File: src/rtl/scan_path_beam_interpolator_assert.svh
// assertion helpers used by spbi_dpath
`ifndef SCAN_PATH_BEAM_INTERPOLATOR_ASSERT_SVH
`define SCAN_PATH_BEAM_INTERPOLATOR_ASSERT_SVH

// same-cycle implication, sampled on clk, off while rst_n is low
`define SPBI_ASSERT_IMP(label, ante, cons) \
  label: assert property (@(posedge clk) disable iff (!rst_n) (ante) |-> (cons)) \
    else $error("spbi: same-cycle check failed");

// next-cycle implication, sampled on clk, off while rst_n is low
`define SPBI_ASSERT_NXT(label, ante, cons) \
  label: assert property (@(posedge clk) disable iff (!rst_n) (ante) |=> (cons)) \
    else $error("spbi: next-cycle check failed");

`endif

File: src/rtl/spbi_pkg.sv
`timescale 1ns / 1ps

package spbi_pkg;

  // segment table size and derived widths
  localparam int MAX_SEGMENTS = 256;
  localparam int AW = $clog2(MAX_SEGMENTS);
  localparam int CW = AW + 1;

  // field widths
  localparam int TIME_W = 40;
  localparam int POS_W  = 32;
  localparam int POW_W  = 24;

  // arithmetic unit widths
  localparam int SQ_W       = 66;
  localparam int ROOT_W     = 34;
  localparam int ROOT_STEPS = 33;
  localparam int DIV_W      = 55;
  localparam int AX_STEPS   = 32;
  localparam int STEP_W     = 6;
  localparam int PROD_W     = 72;
  localparam int EL_HALF    = 20;

  // stream widths
  localparam int IN_DATA_W  = 200;
  localparam int OUT_DATA_W = 120;
  localparam int USER_W     = 2;

  localparam logic [TIME_W-1:0] MAX_TIME = {TIME_W{1'b1}};

  typedef enum logic [1:0] {
    STAT_OK         = 2'd0,
    STAT_FULL       = 2'd1,
    STAT_ZERO_SPEED = 2'd2,
    STAT_BEAM_OFF   = 2'd3
  } status_t;

  typedef struct packed {
    logic [POS_W-1:0]  x;
    logic [POS_W-1:0]  y;
    logic [POS_W-1:0]  z;
    logic [POW_W-1:0]  power;
    logic              mode;
    logic              zero_dwell;
    logic [TIME_W-1:0] end_time;
  } row_t;

  // controller to datapath
  typedef struct packed {
    logic    accept;
    logic    decode;
    logic    sq_step;
    logic    root_load;
    logic    dur_load;
    logic    commit;
    logic    walk_rd;
    logic    walk_ev;
    logic    cur_rd;
    logic    prv_rd;
    logic    prv_cap;
    logic    select;
    logic    mul_lo;
    logic    mul_hi;
    logic    ax_load;
    logic    ax_store;
    logic    res_load;
    status_t res_status;
  } cmd_t;

  // datapath to controller
  typedef struct packed {
    logic is_query;
    logic full;
    logic zero_speed;
    logic is_dwell;
    logic past_end;
    logic sq_done;
    logic root_done;
    logic div_done;
    logic walk_more;
    logic lin_move;
    logic axis_last;
    logic out_free;
  } stat_t;

endpackage

File: src/rtl/spbi_ctrl.sv
`timescale 1ns / 1ps

module spbi_ctrl (
  input  logic            clk,
  input  logic            rst_n,
  input  logic            in_tvalid,
  output logic            in_tready,
  input  spbi_pkg::stat_t st,
  output spbi_pkg::cmd_t  cmd
);
  import spbi_pkg::*;

  typedef enum logic [19:0] {
    ST_IDLE     = 20'h00001,
    ST_DECODE   = 20'h00002,
    ST_SQR      = 20'h00004,
    ST_ROOT_LD  = 20'h00008,
    ST_ROOT     = 20'h00010,
    ST_DUR_LD   = 20'h00020,
    ST_DUR      = 20'h00040,
    ST_COMMIT   = 20'h00080,
    ST_WALK_RD  = 20'h00100,
    ST_WALK_EV  = 20'h00200,
    ST_CUR_RD   = 20'h00400,
    ST_PRV_RD   = 20'h00800,
    ST_PRV_CAP  = 20'h01000,
    ST_SELECT   = 20'h02000,
    ST_MUL_LO   = 20'h04000,
    ST_MUL_HI   = 20'h08000,
    ST_AX_LD    = 20'h10000,
    ST_AX_DIV   = 20'h20000,
    ST_AX_STORE = 20'h40000,
    ST_RESULT   = 20'h80000
  } state_t;

  state_t  state_r, state_nxt;
  status_t res_r, res_nxt;

  assign in_tready = (state_r == ST_IDLE);

  // sequencing of one request
  always_comb begin
    cmd            = '0;
    state_nxt      = state_r;
    res_nxt        = res_r;
    cmd.res_status = res_r;
    case (state_r)
      ST_IDLE: begin
        if (in_tvalid) begin
          cmd.accept = 1'b1;
          state_nxt  = ST_DECODE;
        end
      end
      ST_DECODE: begin
        cmd.decode = 1'b1;
        if (st.is_query) begin
          if (st.past_end) begin
            res_nxt   = STAT_BEAM_OFF;
            state_nxt = ST_RESULT;
          end else begin
            state_nxt = ST_WALK_RD;
          end
        end else if (st.full) begin
          res_nxt   = STAT_FULL;
          state_nxt = ST_RESULT;
        end else if (st.zero_speed) begin
          res_nxt   = STAT_ZERO_SPEED;
          state_nxt = ST_RESULT;
        end else if (st.is_dwell) begin
          state_nxt = ST_COMMIT;
        end else begin
          state_nxt = ST_SQR;
        end
      end
      ST_SQR: begin
        cmd.sq_step = 1'b1;
        if (st.sq_done) begin
          state_nxt = ST_ROOT_LD;
        end
      end
      ST_ROOT_LD: begin
        cmd.root_load = 1'b1;
        state_nxt     = ST_ROOT;
      end
      ST_ROOT: begin
        if (st.root_done) begin
          state_nxt = ST_DUR_LD;
        end
      end
      ST_DUR_LD: begin
        cmd.dur_load = 1'b1;
        state_nxt    = ST_DUR;
      end
      ST_DUR: begin
        if (st.div_done) begin
          state_nxt = ST_COMMIT;
        end
      end
      ST_COMMIT: begin
        cmd.commit = 1'b1;
        res_nxt    = STAT_OK;
        state_nxt  = ST_RESULT;
      end
      ST_WALK_RD: begin
        cmd.walk_rd = 1'b1;
        state_nxt   = ST_WALK_EV;
      end
      ST_WALK_EV: begin
        cmd.walk_ev = 1'b1;
        state_nxt   = st.walk_more ? ST_WALK_RD : ST_CUR_RD;
      end
      ST_CUR_RD: begin
        cmd.cur_rd = 1'b1;
        state_nxt  = ST_PRV_RD;
      end
      ST_PRV_RD: begin
        cmd.prv_rd = 1'b1;
        state_nxt  = ST_PRV_CAP;
      end
      ST_PRV_CAP: begin
        cmd.prv_cap = 1'b1;
        state_nxt   = ST_SELECT;
      end
      ST_SELECT: begin
        cmd.select = 1'b1;
        res_nxt    = STAT_OK;
        state_nxt  = st.lin_move ? ST_MUL_LO : ST_RESULT;
      end
      ST_MUL_LO: begin
        cmd.mul_lo = 1'b1;
        state_nxt  = ST_MUL_HI;
      end
      ST_MUL_HI: begin
        cmd.mul_hi = 1'b1;
        state_nxt  = ST_AX_LD;
      end
      ST_AX_LD: begin
        cmd.ax_load = 1'b1;
        state_nxt   = ST_AX_DIV;
      end
      ST_AX_DIV: begin
        if (st.div_done) begin
          state_nxt = ST_AX_STORE;
        end
      end
      ST_AX_STORE: begin
        cmd.ax_store = 1'b1;
        state_nxt    = st.axis_last ? ST_RESULT : ST_MUL_LO;
      end
      ST_RESULT: begin
        if (st.out_free) begin
          cmd.res_load = 1'b1;
          state_nxt    = ST_IDLE;
        end
      end
      default: begin
        state_nxt = ST_IDLE;
      end
    endcase
  end

  always_ff @(posedge clk) begin
    if (!rst_n) begin
      state_r <= ST_IDLE;
      res_r   <= STAT_OK;
    end else begin
      state_r <= state_nxt;
      res_r   <= res_nxt;
    end
  end

endmodule

File: config.mk
export PLATFORM = sky130hd
export DESIGN_NAME = spbi_ctrl
export DESIGN_NICKNAME = d
export VERILOG_FILES = /design/src/rtl/scan_path_beam_interpolator_assert.svh /design/src/rtl/spbi_pkg.sv /design/src/rtl/spbi_ctrl.sv
export SDC_FILE = /design/constraint.sdc
export NUM_CORES = 1
export LEC_CHECK = 0
export BUFFER_PORTS_ARGS = -buffer_cell sky130_fd_sc_hd__buf_2
export CAP_MARGIN = 20
export CORE_ASPECT_RATIO = 1.5
export CORE_MARGIN = 5
export CORE_UTILIZATION = 35
export CTS_CLUSTER_DIAMETER = 200
export DETAILED_ROUTE_END_ITERATION = 12
export GPL_ROUTABILITY_DRIVEN = 0
export SLEW_MARGIN = 10
export SYNTH_ARGS = -nofsm -noshare
export SYNTH_HDL_FRONTEND = slang
export SYNTH_SLANG_ARGS = --single-unit
File: constraint.sdc
create_clock -name clk -period 1.8 [get_ports clk]
set_clock_uncertainty 0.05 [all_clocks]
set_input_delay 0.27 -clock clk [delete_from_list [all_inputs] [get_ports clk]]
set_output_delay 0.27 -clock clk [all_outputs]
set_load 0.05 [all_outputs]
== Word level (Yosys, flattened, before mapping) ==
Index checks and enable logic that the tools add are counted.

* Equality and inequality tests: 28
* Muxes and demuxes: 39
* Reductions and logical operators: 4

{| class="wikitable"
|+ Operators by type and width
! kind !! number
|-
| $pmux 20 s20 || 1
|-
| $mux 20 || 12
|-
| $eq 20x1->1 const B || 1
|-
| $eq 20x10->1 const B || 1
|-
| $eq 20x11->1 const B || 1
|-
| $eq 20x12->1 const B || 1
|-
| $eq 20x13->1 const B || 1
|-
| $eq 20x14->1 const B || 1
|-
| $eq 20x15->1 const B || 1
|-
| $eq 20x16->1 const B || 1
|-
| $eq 20x17->1 const B || 1
|-
| $eq 20x18->1 const B || 1
|-
| $eq 20x19->1 const B || 1
|-
| $eq 20x2->1 const B || 1
|-
| $eq 20x20->1 const B || 1
|-
| $eq 20x3->1 const B || 1
|-
| $eq 20x4->1 const B || 1
|-
| $eq 20x5->1 const B || 1
|-
| $eq 20x6->1 const B || 1
|-
| $eq 20x7->1 const B || 1
|-
| $eq 20x8->1 const B || 1
|-
| $eq 20x9->1 const B || 1
|-
| $mux 1 || 19
|-
| $ne 2x2->1 const B || 6
|-
| 10 further kinds || 13
|}

* Register bits after elaboration: 22
* Input port bits: 15
* Output and inout port bits: 20
* Word-level logic and storage cells: 73

== Longest topological paths before layout ==
Gate-level depths: netlist of run 1.

* Depth in word-level cells: 5
* Gate-level depth with buffers: 8
* Depth with buffers taken out: 7

== Least setup slack after synthesis of run 1 ==
No wires, ideal clock.

* Kind: register -> register
* Start: register state_r[8]
* End: register state_r[4]
* Library setup time: 0.069 ns
* Arrival: 2.692 ns
* Required time: 1.681 ns
* Slack: -1.010 ns
* Stages on the path, launching flop included: 8
* Path buffers: 1
* Period minus slack after synthesis: 2.810 ns
* Path through: dfxtp_1 -> buf_6 -> nor4_4 -> nand4_2 -> or3_1 -> nor3b_1 -> nor2_1 -> nor2_1

* Longest elaborated chain between the ends: 3
* Elaborated cells between the ends (all ways): 28
* Those cells by class: 26 x eq/ne; 1 x mux; 1 x reduce/logical

{| class="wikitable"
|+ Ends and longest elaborated chain
! what !! line !! source
|-
| from (decl) || spbi_ctrl.sv:36 || <nowiki>state_t state_r, state_nxt;</nowiki>
|-
| from (signal assigned) || spbi_ctrl.sv:167 || <nowiki>state_r <= state_nxt;</nowiki>
|-
| $eq 20x3->1 (tied with other cells) || spbi_ctrl.sv:47 || <nowiki>case (state_r)</nowiki>
|-
| $ne 2x2->1 (no line) || -- ||
|-
| $reduce_and 6->1 (no line) || -- ||
|}

Several ways; a longest one is shown, not always the timed one.
A chain may end at the register's enable or synchronous reset.

==> results of run 1 <==
critical path, delay by kind of cell (launching register included):
| kind | cells | cell delay [ns] |
|---|---|---|
| DFF | 1 | 0.34 |
| and+or+nand+nor | 4 | 1.27 |
| buffers and inverters | 2 | 0.21 |
final timing paths:
check	start	endpoint	slack [ns]	cells past startpoint
min	st[3]	state_r[10]$_SDFFE_PN0P_	0.12	2
min reg2reg	res_r[0]$_SDFFE_PN0P_	res_r[0]$_SDFFE_PN0P_	0.46	2
max reg2reg	state_r[8]$_SDFFE_PN0P_	state_r[2]$_SDFFE_PN0P_	-0.56	9
max	state_r[8]$_SDFFE_PN0P_	cmd[16]	-0.61	6
state kept, by name, summed over array words and instances, names as in the netlist:
name	count
state_r	20
res_r	2
cells in the final DEF, fill, tap and decap left out, types with 3 or more instances in the layout:
cell / instances
nand2b_1: 5
xnor2_1: 3
nor2_2: 5
nor2_4: 5
nor3_4: 4
nand2_1: 5
buf_4: 69
nor4_4: 8
nor3_1: 6
nor3_2: 3
nand3_2: 3
nor3b_4: 4
clkbuf_8: 3
dfxtp_1: 13
buf_8: 9
and4_4: 3
nand2_4: 3
nor4_2: 4
dfxtp_2: 7
a21oi_1: 6
nor2_1: 13
inv_1: 4
buf_2: 16
buf_6: 19
final cells by class:
class / instances / share of cell area, %
multi-input combinational: 122 / 41.8
timing repair buffer: 115 / 35.9
sequential: 22 / 16.6
tap: 43 / 1.95
clock buffer: 3 / 1.50
inverter: 7 / 1.23
clock inverter: 1 / 1.09
per-layer routing:
layer / part of all wire [%] / vias to the layer above
li1: - / 802
met1: 38 / 823
met2: 54 / 57
met3: 4.0 / 19
met4: 4.2 / 0
met5: 0 / -
power breakdown:
group          total, mW  internal [mW]  switching, mW
Combinational      0.720          0.340          0.379
Sequential         0.513          0.500         0.0137
Clock              0.473          0.298          0.176
logic make-up after synthesis:
kind of cell           Yosys count
XOR/XNOR                         3
AND/OR/NAND/NOR                 97
AO/OA/AOI/OAI                   22
buffers and inverters           11
flip-flops                      22
repair_timing:
item                                    4_1_cts  5_1_grt
hold endpoints to repair                      0        0
endpoints found under the setup margin       38       40
gates cloned                                  0        0
buffers inserted                             18        8
gates resized for setup                      88       16
pin swaps                                    31       15
==> flow_metrics.tcl, run 1 <==
set metrics [dict create \
    status "complete, but fails checks" \
    violations "negative setup slack" \
    overflow 0 \
    required_ns 1.48 \
    viasPerCell 5.43 \
    ff_latch_area_um2 457 \
    wl_um 5420 \
    relSlewSlack_pct 52.1 \
    synthesis.area_um2 1280 \
    yosys.area_share.simple_pct 48.1 \
    cts_sinks 22 \
    synth_ff_type "dfxtp_1" \
    synth_common_cells "23 x nor2_1, 22 x dfxtp_1, 13 x nor3_1" \
    vias 1701 \
    coreArea_um2 3610 \
    start_util_pct 35.5 \
    slowest_delay_ns 0.40 \
    dp_slack_ns -0.411 \
    synthCells 155 \
    drt_iter0_markers 62 \
    synth.largest_area_cell "dfxtp_1" \
    worstMarginPinSlew_ns 0.709 \
    grt.busiest_layer "met2" \
    tns_ns -14.36 \
    ys_types 42 \
    yosysMostFrequentCell "nor2_1" \
    synthToLayoutAreaGrowth_pct 114 \
    synth_top_family_by_area "simple AND/OR/NAND/NOR gates" \
    first_pass_iters 4 \
    fin_ws_ns -0.613 \
    timing_worst_setup_path_type "flop to output port" \
    layout-drive-gt1-share_pct 69.6 \
    drc 0 \
    use_met1_pct 23.5 \
    tritoncts "built" \
    cp.arrival_ns 2.09 \
    total_power_mw 1.71 \
    synth_mux_area_share_pct 0 \
    cts_buffer_depth 2 \
    synth_seq_cells 22 \
    die_w_um 59.5 \
    met3_usage_pct 2.00 \
    ys_async_sr_fraction_pct 0 \
    cts.clk_slew.worst_paths_ns 0.08 \
    synth_area_leaders "dfxtp_1 34%, nor2_1 6.7%, nor3_1 5.1%" \
    synth_nets 170 \
    syn_area_per_cell_um2 8.28 \
    synth-seq-area-share_pct 34.3 \
    timing.hold.ws_ns 0.121 \
    finalSetupViolCount 38 \
    crit_slowest_cell "or3b_4" \
    clockRootBuffer "clkbuf_8" \
    synth_compound_area_share_pct 11.6 \
    grt_pass1_vias 1823 \
    cts_inserted_buffers 3 \
    yosysWarnings 0 \
    finalNonFillerCells 313 \
    fin_nets 286 \
    static-leakage-power_nw 1.15 \
    grtUsageTotal_pct 21.6 \
    ios 35 \
    path_max_fanout 2 \
    synth_edf_count 0 \
    cp_cell_sequence "nor4_4, nand4_2, or3_4, or3b_4, clkinvlp_4, buf_8" \
    cp-end-kind "output port" \
    ant_nets 0 \
    wl_per_cell_um 17.3 \
    hp-class "primary input to flop" \
    power_density_nw_per_um2 620 \
    diodes 0 \
    finalCritPeriodShare_pct 134 \
    htreeDepth 1 \
    grt_antenna_before_repair 0 \
    die_h_um 84.2 \
    synth-xor-area-share_pct 2.05 \
    grt_setup_unrepaired "yes" \
    dp_hpwl_um 3790 \
    io_buffer_count 34 \
    synthAdderAreaFrac_pct 0 \
    final_util_pct 76.2 \
    slew_violations 0 \
    cp-start-kind "flop" \
    vdd_ir_drop_max_mv 0.780 \
    period_needed_ns 2.41 \
    use_met2_pct 38.6 \
    die-area_um2 5000 \
    insertion_delay_ns 0.27 \
    grt_pass1_wl_um 8410 \
    maxCapViolCount 0 \
    multi_input_area_um2 1150 \
    holdBufCountCts 0 \
    nFillCells 248 \
    grt_max_degree 14 \
    clock.fmax_mhz 414 \
    fin_area_um2 2750 \
    synth_top_area_share_pct 34.3 \
    place_inst 287 \
    place_area_um2 2120 \
    rows 27 \
    hold_viol 0 \
]
(Power assumes the default switching activity.)
==> run 2, diff against run 1 <==
--- a/config.mk
+++ b/config.mk
@@ -7,12 +7,16 @@
 export LEC_CHECK = 0
 export BUFFER_PORTS_ARGS = -buffer_cell sky130_fd_sc_hd__buf_2
 export CAP_MARGIN = 20
+export CELL_PAD_IN_SITES_DETAIL_PLACEMENT = 0
+export CELL_PAD_IN_SITES_GLOBAL_PLACEMENT = 1
 export CORE_ASPECT_RATIO = 1.5
 export CORE_MARGIN = 5
-export CORE_UTILIZATION = 35
+export CORE_UTILIZATION = 34
 export CTS_CLUSTER_DIAMETER = 200
 export DETAILED_ROUTE_END_ITERATION = 12
 export GPL_ROUTABILITY_DRIVEN = 0
+export PLACE_DENSITY_LB_ADDON = 0.1
+export SKIP_LAST_GASP = 1
 export SLEW_MARGIN = 10
 export SYNTH_ARGS = -nofsm -noshare
 export SYNTH_HDL_FRONTEND = slang
==> run 2 against run 1 <==
Against the previous run:
- final cell count shrank 2.9%
- the flow still finishes with violations (negative setup slack)
- via count shrank 4.5%
- sequential share of layout area grew 0.24 points
- sequential power grew 1%
- critical endpoint unchanged
- worst setup slack gained 0.015 ns
- critical path type unchanged
- combinational power grew 6.2%
==> flow_metrics.tcl, run 2 (same netlist as run 1, synthesis figures left out) <==
set metrics [dict create \
    wl_um 5120 \
    start_util_pct 35.2 \
    path_max_fanout 2 \
    status "complete, but fails checks" \
    fin_nets 278 \
    final_common_cell "buf_4" \
    relSlewSlack_pct 62.9 \
    drt_iter0_markers 56 \
    cp.arrival_ns 2.08 \
    grt_pass1_vias 1751 \
    hp-class "primary input to flop" \
    htreeDepth 1 \
    rows 27 \
    ant_nets 0 \
    power_density_nw_per_um2 590 \
    hold_viol 0 \
    tritoncts "built" \
    overflow 0 \
    largest_reg_flops 20 \
    drc 0 \
    grtUsageTotal_pct 20.9 \
    vias 1624 \
    clockRootBuffer "clkbuf_8" \
    worstMarginPinSlew_ns 0.552 \
    ios 35 \
    grt_max_degree 12 \
    cts_buffer_depth 2 \
    io_buffer_count 34 \
    cp-end-kind "output port" \
    met3_usage_pct 3.35 \
    cp-start-kind "flop" \
    vdd_ir_drop_max_mv 0.599 \
    total_power_mw 1.59 \
    finalSetupViolCount 38 \
    required_ns 1.48 \
    static-leakage-power_nw 1.10 \
    layout-drive-gt1-share_pct 70.9 \
    final_util_pct 74.0 \
    fin_ws_ns -0.599 \
    cts_sinks 22 \
    use_met2_pct 39.2 \
    period_needed_ns 2.40 \
    die_w_um 60.2 \
    final_cell_mix "58 x buf_4, 23 x buf_6, 16 x buf_2, 13 x nor2_1, 13 x dfxtp_1" \
    die_h_um 85.3 \
    use_met1_pct 22.1 \
    crit_slowest_cell "or3b_4" \
    finalCritPeriodShare_pct 133 \
    coreArea_um2 3650 \
    grt.busiest_layer "met2" \
    largest_register "state_r" \
    grt_antenna_before_repair 0 \
    clock.fmax_mhz 417 \
    cp_cell_sequence "nor4_4, nand4_2, or3_4, or3b_4, clkinvlp_4, buf_8" \
    viasPerCell 5.34 \
    grt_setup_unrepaired "yes" \
    violations "negative setup slack" \
    die-area_um2 5130 \
    wl_per_cell_um 16.8 \
    timing_worst_setup_path_type "flop to output port" \
    slew_violations 0 \
    insertion_delay_ns 0.26 \
    grt_pass1_wl_um 8290 \
    cts.clk_slew.worst_paths_ns 0.08 \
    reg_top3 "state_r: 20 flops, res_r: 2 flops" \
    cts_inserted_buffers 3 \
    first_pass_iters 3 \
    diodes 0 \
    maxCapViolCount 0 \
    dp_hpwl_um 3740 \
    slowest_delay_ns 0.40 \
    synthToLayoutAreaGrowth_pct 110 \
]
==> run 2: changes by cell type in the layout (fill, tap and decap cells not counted), sizes merged <==
cell / change
buf: -8
bufinv: -1
==> run 2: final timing paths <==
check        cells past startpoint                      from  slack, ns                  endpoint
max                              6  state_r[16]$_SDFFE_PN0P_      -0.60                   cmd[16]
max reg2reg                      8  state_r[16]$_SDFFE_PN0P_      -0.44   state_r[2]$_SDFFE_PN0P_
min reg2reg                      2     res_r[0]$_SDFFE_PN0P_       0.44     res_r[0]$_SDFFE_PN0P_
min                              2                     st[3]       0.14  state_r[10]$_SDFFE_PN0P_
==> run 2: where the power goes <==
part	switching [mW]	total [mW]	internal, mW
combinational	0.385	0.765	0.379
clock	0.158	0.308	0.149
sequential	0.0154	0.519	0.504
total	0.559	1.59	1.03
==> run 2: area by class of cell <==
cell class | instances | area (um^2)
clock buffer | 3 | 41.3
fill | 254 | 950
inverter | 7 | 33.8
multi-input combinational | 122 | 1190
sequential | 22 | 454
tap | 43 | 53.8
timing repair buffer | 107 | 925
==> run 2: layer usage <==
metal	wire [um]	up-vias
met2	2910	27
met1	1960	799
met3	131	10
met4	119	0
li1	-	788
met5	0	-
==> run 2: critical path: cells and delay by family (launching register included) <==
family / cells / cell delay, ns
buffers and inverters: 2 / 0.22
flip-flops: 1 / 0.35
AND/OR/NAND/NOR: 4 / 1.25
==> run 2: repair_timing <==
action,in CTS,in global routing
hold endpoints to repair,0,0
resized for setup,89,30
hold buffers,0,0
setup buffers,18,10
pin swaps,28,25
endpoints found under the setup margin,38,38
==> run 2: per-stage QoR <==
step	setup TNS (ns)	std cells	hold WS, ns	worst slack, ns	cell area [um^2]
floorplan	-3.78	155	0.296	-0.349	1480
global placement	-9.32	281	0.404	-0.468	2070
detailed placement	-9.08	281	0.409	-0.447	2070
CTS	-11.92	300	0.135	-0.581	2560
global route	-16.28	304	0.143	-0.659	2700
finish	-13.48	304	0.142	-0.599	2700
